<file path="src/design/rre_pkg.sv">
`default_nettype none

package rre_pkg;

	localparam int ADDR_W = 64;
	localparam int TYPE_W = 32;
	localparam int MAP_W  = 63;
	localparam int WIN_W  = 8;

	localparam logic [TYPE_W-1:0] RELATIVE_TYPE_RESET = 32'd8;

	typedef enum logic [1:0] {
		OP_RELA = 2'd0,
		OP_REL  = 2'd1,
		OP_RELR = 2'd2
	} op_t;

	typedef enum logic {
		REG_LOAD_BIAS     = 1'b0,
		REG_RELATIVE_TYPE = 1'b1
	} reg_idx_t;

	typedef enum logic {
		MODE_STORE = 1'b0,
		MODE_ADD   = 1'b1
	} wmode_t;

	typedef enum logic {
		DK_SINGLE = 1'b0,
		DK_MAP    = 1'b1
	} dkind_t;

	typedef enum logic {
		BK_IDLE = 1'b0,
		BK_MAP  = 1'b1
	} bk_state_t;

	// one queued job: a single command, or a bitmap to expand
	typedef struct packed {
		dkind_t            kind;
		wmode_t            mode;
		logic [ADDR_W-1:0] addr;
		logic [ADDR_W-1:0] value;
		logic [MAP_W-1:0]  map;
	} desc_t;

	function automatic logic [2:0] lowest8(input logic [WIN_W-1:0] v);
		logic [2:0] idx;
		idx = 3'd0;
		for (int i = WIN_W - 1; i >= 0; i--) begin
			if (v[i]) begin
				idx = 3'(i);
			end
		end
		return idx;
	endfunction

endpackage

`default_nettype wire

</file>
<file path="src/design/rre_fifo.sv">
`default_nettype none

module rre_fifo #(
	parameter int WIDTH = 8,
	parameter int DEPTH = 2
) (
	input  wire logic             clk,
	input  wire logic             arst_n,
	input  wire logic             push,
	input  wire logic [WIDTH-1:0] din,
	output logic                  full,
	input  wire logic             pop,
	output logic [WIDTH-1:0]      dout,
	output logic                  empty
);

	localparam int PTR_W = (DEPTH > 1) ? $clog2(DEPTH) : 1;
	localparam int CNT_W = $clog2(DEPTH + 1);

	logic [WIDTH-1:0] mem_q [DEPTH];
	logic [PTR_W-1:0] wr_q;
	logic [PTR_W-1:0] rd_q;
	logic [CNT_W-1:0] cnt_q;
	logic             do_push;
	logic             do_pop;

	assign full    = (cnt_q == CNT_W'(DEPTH));
	assign empty   = (cnt_q == '0);
	assign do_push = push && !full;
	assign do_pop  = pop && !empty;
	assign dout    = mem_q[rd_q];

	always_ff @(posedge clk or negedge arst_n) begin
		if (!arst_n) begin
			wr_q  <= '0;
			rd_q  <= '0;
			cnt_q <= '0;
		end else begin
			if (do_push) begin
				wr_q <= (wr_q == PTR_W'(DEPTH - 1)) ? '0 : wr_q + 1'b1;
			end
			if (do_pop) begin
				rd_q <= (rd_q == PTR_W'(DEPTH - 1)) ? '0 : rd_q + 1'b1;
			end
			if (do_push && !do_pop) begin
				cnt_q <= cnt_q + 1'b1;
			end else if (do_pop && !do_push) begin
				cnt_q <= cnt_q - 1'b1;
			end
		end
	end

	always_ff @(posedge clk) begin
		if (do_push) begin
			mem_q[wr_q] <= din;
		end
	end

endmodule

`default_nettype wire

</file>
<file path="src/design/rre_front.sv">
`default_nettype none

module rre_front #(
	parameter int WORD_BITS = 64
) (
	input  wire logic                        clk,
	input  wire logic                        arst_n,
	input  wire logic                        in_valid,
	output logic                             in_ready,
	input  wire logic [1:0]                  opcode,
	input  wire logic [63:0]                 entry_offset,
	input  wire logic [63:0]                 reloc_info,
	input  wire logic signed [63:0]          entry_addend,
	input  wire logic [63:0]                 packed_word,
	input  wire logic [63:0]                 load_bias,
	input  wire logic [rre_pkg::TYPE_W-1:0]  relative_type,
	input  wire logic                        q_full,
	output logic                             push,
	output rre_pkg::desc_t                   desc
);

	localparam logic [63:0] MASK       = {64{1'b1}} >> (64 - WORD_BITS);
	localparam logic [63:0] WORD_BYTES = 64'(WORD_BITS / 8);
	localparam logic [63:0] MAP_STEP   = 64'((WORD_BITS - 1) * (WORD_BITS / 8));
	localparam logic [63:0] PEND_RESET = (64'd0 - WORD_BYTES) & MASK;

	// pend_q holds the running address minus one word
	logic [63:0] pend_q;
	logic [63:0] pend_d;
	logic [63:0] bias;
	logic [63:0] word;
	logic        type_hit;
	logic        has_cmd;
	logic        accept;

	assign bias     = load_bias & MASK;
	assign word     = packed_word & MASK;
	assign type_hit = (WORD_BITS == 64) ? (reloc_info[31:0] == relative_type)
		: ({24'd0, reloc_info[7:0]} == relative_type);
	assign in_ready = !q_full;
	assign accept   = in_valid && in_ready;
	assign push     = accept && has_cmd;

	always_comb begin
		has_cmd    = 1'b0;
		pend_d     = pend_q;
		desc.kind  = rre_pkg::DK_SINGLE;
		desc.mode  = rre_pkg::MODE_ADD;
		desc.addr  = (bias + entry_offset) & MASK;
		desc.value = bias;
		desc.map   = '0;
		unique case (rre_pkg::op_t'(opcode))
			rre_pkg::OP_RELA: begin
				has_cmd    = type_hit;
				desc.mode  = rre_pkg::MODE_STORE;
				desc.value = (bias + $unsigned(entry_addend)) & MASK;
			end
			rre_pkg::OP_REL: begin
				has_cmd = type_hit;
			end
			rre_pkg::OP_RELR: begin
				if (!word[0]) begin
					has_cmd   = 1'b1;
					desc.addr = (bias + word) & MASK;
					pend_d    = (bias + word) & MASK;
				end else begin
					has_cmd   = |word[63:1];
					desc.kind = rre_pkg::DK_MAP;
					desc.addr = pend_q;
					desc.map  = word[63:1];
					pend_d    = (pend_q + MAP_STEP) & MASK;
				end
			end
			default: begin
			end
		endcase
	end

	always_ff @(posedge clk or negedge arst_n) begin
		if (!arst_n) begin
			pend_q <= PEND_RESET;
		end else if (accept) begin
			pend_q <= pend_d;
		end
	end

endmodule

`default_nettype wire

</file>
<file path="src/design/rre_back.sv">
`default_nettype none

module rre_back #(
	parameter int WORD_BITS = 64
) (
	input  wire logic           clk,
	input  wire logic           arst_n,
	input  wire logic           q_empty,
	input  wire rre_pkg::desc_t q_dout,
	output logic                q_pop,
	output logic                out_valid,
	input  wire logic           out_ready,
	output logic [63:0]         target_address,
	output logic [63:0]         patch_value,
	output logic                write_mode,
	output logic                last
);

	localparam logic [63:0] MASK       = {64{1'b1}} >> (64 - WORD_BITS);
	localparam logic [63:0] WORD_BYTES = 64'(WORD_BITS / 8);
	localparam logic [63:0] WIN_STEP   = 64'(rre_pkg::WIN_W * (WORD_BITS / 8));
	localparam int          WB_SH      = $clog2(WORD_BITS / 8);

	rre_pkg::bk_state_t st_q;
	rre_pkg::bk_state_t st_d;

	logic [rre_pkg::MAP_W-1:0] map_q;
	logic [rre_pkg::MAP_W-1:0] rest;
	logic [63:0]               base_q;
	logic [63:0]               val_q;
	logic                      out_valid_q;

	logic [rre_pkg::WIN_W-1:0] win;
	logic [rre_pkg::WIN_W-1:0] sel;
	logic [2:0]                k;
	logic                      map_more;
	logic                      ld;

	logic                      emit;
	logic [63:0]               emit_addr;
	logic [63:0]               emit_val;
	rre_pkg::wmode_t           emit_mode;
	logic                      emit_last;

	assign ld        = !out_valid_q || out_ready;
	assign win       = map_q[rre_pkg::WIN_W-1:0];
	assign k         = rre_pkg::lowest8(win);
	assign sel       = rre_pkg::WIN_W'(1) << k;
	assign rest      = map_q & ~{{(rre_pkg::MAP_W - rre_pkg::WIN_W){1'b0}}, sel};
	assign map_more  = |rest;
	assign out_valid = out_valid_q;

	always_comb begin
		st_d = st_q;
		unique case (st_q)
			rre_pkg::BK_IDLE: begin
				if (!q_empty && q_dout.kind == rre_pkg::DK_MAP) begin
					st_d = rre_pkg::BK_MAP;
				end
			end
			rre_pkg::BK_MAP: begin
				if (win != '0 && ld && !map_more) begin
					st_d = rre_pkg::BK_IDLE;
				end
			end
			default: st_d = rre_pkg::BK_IDLE;
		endcase
	end

	always_comb begin
		q_pop     = 1'b0;
		emit      = 1'b0;
		emit_addr = q_dout.addr;
		emit_val  = q_dout.value;
		emit_mode = q_dout.mode;
		emit_last = 1'b1;
		unique case (st_q)
			rre_pkg::BK_IDLE: begin
				if (!q_empty) begin
					if (q_dout.kind == rre_pkg::DK_MAP) begin
						q_pop = 1'b1;
					end else if (ld) begin
						q_pop = 1'b1;
						emit  = 1'b1;
					end
				end
			end
			rre_pkg::BK_MAP: begin
				emit_addr = (base_q + (64'(k) << WB_SH)) & MASK;
				emit_val  = val_q;
				emit_mode = rre_pkg::MODE_ADD;
				emit_last = !map_more;
				emit      = (win != '0) && ld;
			end
			default: begin
			end
		endcase
	end

	always_ff @(posedge clk or negedge arst_n) begin
		if (!arst_n) begin
			st_q        <= rre_pkg::BK_IDLE;
			out_valid_q <= 1'b0;
		end else begin
			st_q <= st_d;
			if (ld) begin
				out_valid_q <= emit;
			end
		end
	end

	// bitmap walk: one set bit per command, empty 8-bit groups skipped
	always_ff @(posedge clk) begin
		if (st_q == rre_pkg::BK_IDLE) begin
			if (q_pop && q_dout.kind == rre_pkg::DK_MAP) begin
				map_q  <= q_dout.map;
				base_q <= (q_dout.addr + WORD_BYTES) & MASK;
				val_q  <= q_dout.value;
			end
		end else if (win == '0) begin
			map_q  <= map_q >> rre_pkg::WIN_W;
			base_q <= (base_q + WIN_STEP) & MASK;
		end else if (ld) begin
			map_q <= rest;
		end
		if (emit) begin
			target_address <= emit_addr;
			patch_value    <= emit_val;
			write_mode     <= logic'(emit_mode);
			last           <= emit_last;
		end
	end

endmodule

`default_nettype wire

</file>
<file path="src/design/relative_relocation_engine.sv">
`default_nettype none

// Relocation records in, memory patch commands out.
// Input channel: in_valid/in_ready with opcode, entry_offset, reloc_info,
// entry_addend and packed_word. Output channel: out_valid/out_ready with
// target_address, patch_value, write_mode (0 store, 1 add) and last, which
// marks the final command of an item. Items that give no command produce
// nothing on the output.
// Configuration: cfg_we writes cfg_data into the register cfg_index selects
// (0 load_bias, 1 relative_type); write only while the block is idle.
// Path: an item is decoded into a queued job; a single command then moves
// to the output register, a bitmap word via the walker. Throughput, while
// the receiver does not stall: one item per cycle for single commands; for
// a bitmap, one command per cycle per set bit, empty 8-bit groups skipped.
// The job queue between the decoder and the command walker holds
// QUEUE_DEPTH items; in_ready drops while it is full.
// Reset clears the queue, the output valid flag and the running address and
// sets load_bias to 0 and relative_type to 8. A stalled receiver holds the
// current command; the decoder keeps taking items until the queue fills.
module relative_relocation_engine #(
	parameter int WORD_BITS   = 64,
	parameter int QUEUE_DEPTH = 2
) (
	input  wire logic               clk,
	input  wire logic               arst_n,
	input  wire logic               cfg_we,
	input  wire logic               cfg_index,
	input  wire logic [63:0]        cfg_data,
	input  wire logic               in_valid,
	output logic                    in_ready,
	input  wire logic [1:0]         opcode,
	input  wire logic [63:0]        entry_offset,
	input  wire logic [63:0]        reloc_info,
	input  wire logic signed [63:0] entry_addend,
	input  wire logic [63:0]        packed_word,
	output logic                    out_valid,
	input  wire logic               out_ready,
	output logic [63:0]             target_address,
	output logic [63:0]             patch_value,
	output logic                    write_mode,
	output logic                    last
);

	localparam int DESC_W = $bits(rre_pkg::desc_t);

	logic [63:0]                 bias_q;
	logic [rre_pkg::TYPE_W-1:0]  rtype_q;

	logic                        q_push;
	logic                        q_full;
	logic                        q_pop;
	logic                        q_empty;
	rre_pkg::desc_t              front_desc;
	logic [DESC_W-1:0]           q_din;
	logic [DESC_W-1:0]           q_dout;

	always_ff @(posedge clk or negedge arst_n) begin
		if (!arst_n) begin
			bias_q  <= '0;
			rtype_q <= rre_pkg::RELATIVE_TYPE_RESET;
		end else if (cfg_we) begin
			unique case (rre_pkg::reg_idx_t'(cfg_index))
				rre_pkg::REG_LOAD_BIAS:     bias_q  <= cfg_data;
				rre_pkg::REG_RELATIVE_TYPE: rtype_q <= cfg_data[rre_pkg::TYPE_W-1:0];
				default: begin
				end
			endcase
		end
	end

	assign q_din = front_desc;

	rre_front #(
		.WORD_BITS(WORD_BITS)
	) u_front (
		.clk          (clk),
		.arst_n       (arst_n),
		.in_valid     (in_valid),
		.in_ready     (in_ready),
		.opcode       (opcode),
		.entry_offset (entry_offset),
		.reloc_info   (reloc_info),
		.entry_addend (entry_addend),
		.packed_word  (packed_word),
		.load_bias    (bias_q),
		.relative_type(rtype_q),
		.q_full       (q_full),
		.push         (q_push),
		.desc         (front_desc)
	);

	rre_fifo #(
		.WIDTH(DESC_W),
		.DEPTH(QUEUE_DEPTH)
	) u_queue (
		.clk   (clk),
		.arst_n(arst_n),
		.push  (q_push),
		.din   (q_din),
		.full  (q_full),
		.pop   (q_pop),
		.dout  (q_dout),
		.empty (q_empty)
	);

	rre_back #(
		.WORD_BITS(WORD_BITS)
	) u_back (
		.clk           (clk),
		.arst_n        (arst_n),
		.q_empty       (q_empty),
		.q_dout        (rre_pkg::desc_t'(q_dout)),
		.q_pop         (q_pop),
		.out_valid     (out_valid),
		.out_ready     (out_ready),
		.target_address(target_address),
		.patch_value   (patch_value),
		.write_mode    (write_mode),
		.last          (last)
	);

endmodule

`default_nettype wire

</file>
<file path="config.mk">
export PLATFORM = sky130hd
export DESIGN_NAME = relative_relocation_engine
export DESIGN_NICKNAME = d
export VERILOG_FILES = /design/src/design/rre_pkg.sv /design/src/design/rre_fifo.sv /design/src/design/rre_front.sv /design/src/design/rre_back.sv /design/src/design/relative_relocation_engine.sv
export SDC_FILE = /design/constraint.sdc
export NUM_CORES = 2
export LEC_CHECK = 0
export BUFFER_PORTS_ARGS = -buffer_cell sky130_fd_sc_hd__buf_2
export CAP_MARGIN = 30
export CORE_UTILIZATION = 55
export DETAILED_ROUTE_END_ITERATION = 7
export HOLD_SLACK_MARGIN = 0.1
export PLACE_DENSITY_LB_ADDON = 0.25
export SLEW_MARGIN = 20
export SYNTH_ARGS = -nofsm -noshare
export SYNTH_HDL_FRONTEND = slang
export SYNTH_SLANG_ARGS = --single-unit
export TNS_END_PERCENT = 50
</file>
<file path="constraint.sdc">
create_clock -name clk -period 9.8 [get_ports clk]
set_clock_uncertainty 0.05 [all_clocks]
set_input_delay 0.49 -clock clk [delete_from_list [all_inputs] [get_ports clk]]
set_output_delay 0.49 -clock clk [all_outputs]
set_load 0.005 [all_outputs]
</file>
==> results.md <==
- Status: finished clean
- PwrDens: between 200 and 250 mW/mm2
- First-pass GRT wire length: about 240 mm
- Worst-Margin Slew: roughly 1.0 ns
- CP top delay family: compound AO/OA/AOI/OAI gates
- Vias in the first global route: 37,900
- Num Clock Sinks: slightly below 900
- Root Driver: clkbuf_16
- Post-route cell area: ~0.058 mm2
- DRC Markers: 0
- Remaining global-route overflow: 0
- Row Count: between 100 and 150
- Routed wire per std cell: roughly 25 um
- Maxcap violations: 0
- Initial Utilization: 0.557
- Largest net degree at the start of global routing: approximately 170
- Placed cell areas: 0.0542 mm2
- Mapped Area: 0.0511 mm2
- Chip width: between 300 and 400 um
- Setup Buffers After CTS: 0
- DP Wirelength: approximately 120 mm
- Post-Syn Nets: 5,289
- Die Height: 307 um
- Post-route minimum period: between 5 and 6 ns
- Worst path most repeated cell: o21ai_0
- Initial antenna violation count: 35
- Max_slew headroom: 0.310
- Final Max Slew Viols: 0
- Share of cells above drive strength 1: 0.192
- Worst vdd ir: 0.163 mV
- Commonest non-fill, non-tap cell in the layout: edfxtp_1
- WP data arrival: 6.09 ns
- Total track usage: 0.336
- # resized after CTS: 0
- Port Buffers: ~430
- Critical path launch point type: flop
- Min-Delay Path Class: input pin to flop
- ANT nets after route: 0
- Worst-path cell chain: inv_1, fa_1, nand2b_1, a21oi_1, o21ai_0, buf_4, o21ai_0, a32oi_1, a2111oi_2, o21bai_1, nand2_1, nand3_1, o311ai_0, o221a_2
- Worst skew pair latency: a little under 0.7 ns
- Worst setup EP type: flop
- CTS tree: built
- Core area: 0.0918 mm2
- Sequential area share after synthesis: 0.498
- Yosys synthesis warning count: 0
- Vias: roughly 40,000
- FF+latch count, synth: approximately 870
- CTS clk-pin slew, worst paths: about 0.060 ns
- Drt pass-1 iters: 8
- Worst-path cell with the longest stage delay: o311ai_0
- Combined buffer and inverter count along the critical path: 2
- Asr flop ratio synth: 0.190
- Synth cell types: 93
- Crit-path max cell delay: 0.81 ns
- Final nets: 5,667
- Most frequent cells in the layout: edfxtp_1, nand2_1, buf_2, a21oi_1, o21ai_0
- Total power draw: about 14,000 uW
- Io pins: 460
- Final Hold Fails: 0
- RSZ-0062 raised after global routing: false
- Clock buffer count from CTS: 94
- Die ar.: approximately 0.094 mm2
- Highest Clock Rate: between 150 and 200 MHz
- Critical Path RT: between 10 and 15 ns
- P_leak: 0.0227 uW
- WS Path Type: flop to flop
- # setup viols final: 0
- H-tree levels: 3
- Initial DRC count: between 4,000 and 5,000
- Vias per std cell: about 6.2
- WL final: 162 mm
- Post-synth EDFFs: 707
- Crit path max fanout: 6
- Avg Synthesized Cell Area: roughly 11 um2
- CTS Hold Bufs: 67
- Final period util: 0.572
- Longest Clk Path Bufs: 3
- Area Growth Syn to Fin: 13.6%
- Synth Flop Type: edfxtp_1
- RD Place Congestion: between 0.9 and 1
- Post-Syn Instances: between 4,000 and 5,000
## cell families (layout without fill, tap and decap cells)
kind of cell               after synthesis  after routing  share of synthesized area
and+or+nand+nor                       1375           1375                      0.130
AOI/OAI and AO/OA                     1205           1205                      0.147
DFF                                    873            873                      0.498
muxes                                  404            404                     0.0852
xor gates and xnor gates               381            381                     0.0653
buffers and inverters                  328            784                     0.0255
adders and majority gates              198            198                     0.0489
other                                    0             18                          0
## power by group
part | internal [uW] | leakage [uW] | total [uW] | switching (uW)
Sequential | 4910 | 0.00839 | 5440 | 521
Combinational | 1760 | 0.0128 | 4550 | 2790
Clock | 2050 | 0.00151 | 3590 | 1540
Total | 8720 | 0.0227 | 13600 | 4850
## worst register-to-register path, delay by kind of cell (launching register included)
family | cells | cell delay, ns
adders and majority gates | 1 | 0.54
buffers and inverters | 2 | 0.67
AOI/OAI and AO/OA | 8 | 2.97
DFF | 1 | 0.76
and+or+nand+nor | 3 | 0.48
## metal layers
layer  track usage  vias up  part of all wire
li1              -    18700                 -
met1         0.438    19400              0.40
met2         0.545     1814              0.47
met3        0.0472      328             0.072
met4         0.180       12             0.053
met5             0        -           0.00054
## cell type report
class	count	area [um2]
diodes	18	45.0
clock buffers	113	2460
clock inverters	61	632
fillers	7424	33700
inverters	76	287
multi-input cells	3563	24400
flip-flops and latches	873	25500
well taps	1243	1560
repair buffers	534	3210
## registers in the layout, summed over array words and instances, names as in the netlist
name and count:
u_back.base_q 64, u_back.patch_value 64, u_back.st_q 1, u_back.val_q 64, u_front.pend_q 64, u_back.write_mode 1
bias_q 64, u_queue.cnt_q 2, u_back.out_valid 1, u_back.last 1, u_back.map_q 63, u_queue.wr_q 1
rtype_q 32, u_back.target_address 64, u_queue.rd_q 1, u_queue.mem_q 386
## final timing paths
kind,startpoint,to,slack (ns),cells after the start
worst max-delay path,bias_q[1],u_queue.mem_q[1][187],4.20,14
worst min-delay path,out_ready,u_back.out_valid,0.15,4
worst max register to register,bias_q[1],u_queue.mem_q[1][187],4.20,14
worst min register to register,u_front.pend_q[0],u_front.pend_q[0],0.43,2
max in group asynchronous,arst_n,u_back.st_q,8.21,3
min in group asynchronous,arst_n,rtype_q[26],0.37,2
## synthesized netlist by cell type, types with 23 or more instances
master    count  area, um2
o211ai_1     28        210
a21oi_1     359       1800
o21bai_1     31        233
nor2_1      293       1100
nor4_1       51        319
inv_1        76        285
o21a_1       31        233
buf_1        24       90.1
dfstp_2      62       1630
ha_1        194       2430
a211oi_1     51        383
nand3_1     152        761
dfrtp_1     104       2600
xor2_1      169       1480
mux2_2      248       2790
and3_1      109        682
nand4_1      90        563
xnor2_1     212       1860
o21ai_0     332       1660
mux2i_1     156       1560
a31oi_1      46        288
nor3_1       57        285
a21o_1      135       1010
clkbuf_1    200        751
edfxtp_1    707      21200
nor2b_1      50        313
nand2_1     444       1670
or3_1        23        144
## per-stage QoR
stage	setup WS [ns]	TNS (ns)	utilization	instances	hold slack [ns]
final	4.20	0	0.633	6481	0.150
after global routing	4.24	0	0.633	6478	0.166
after CTS	4.50	0	0.632	6460	0.116
after detailed placement	4.53	0	0.591	6219	0.418
after global placement	4.56	0	0.590	6217	0.415
after floorplan	-0.457	-88.24	-	4764	0.144
Note: power is estimated with default switching activity, not from simulation.
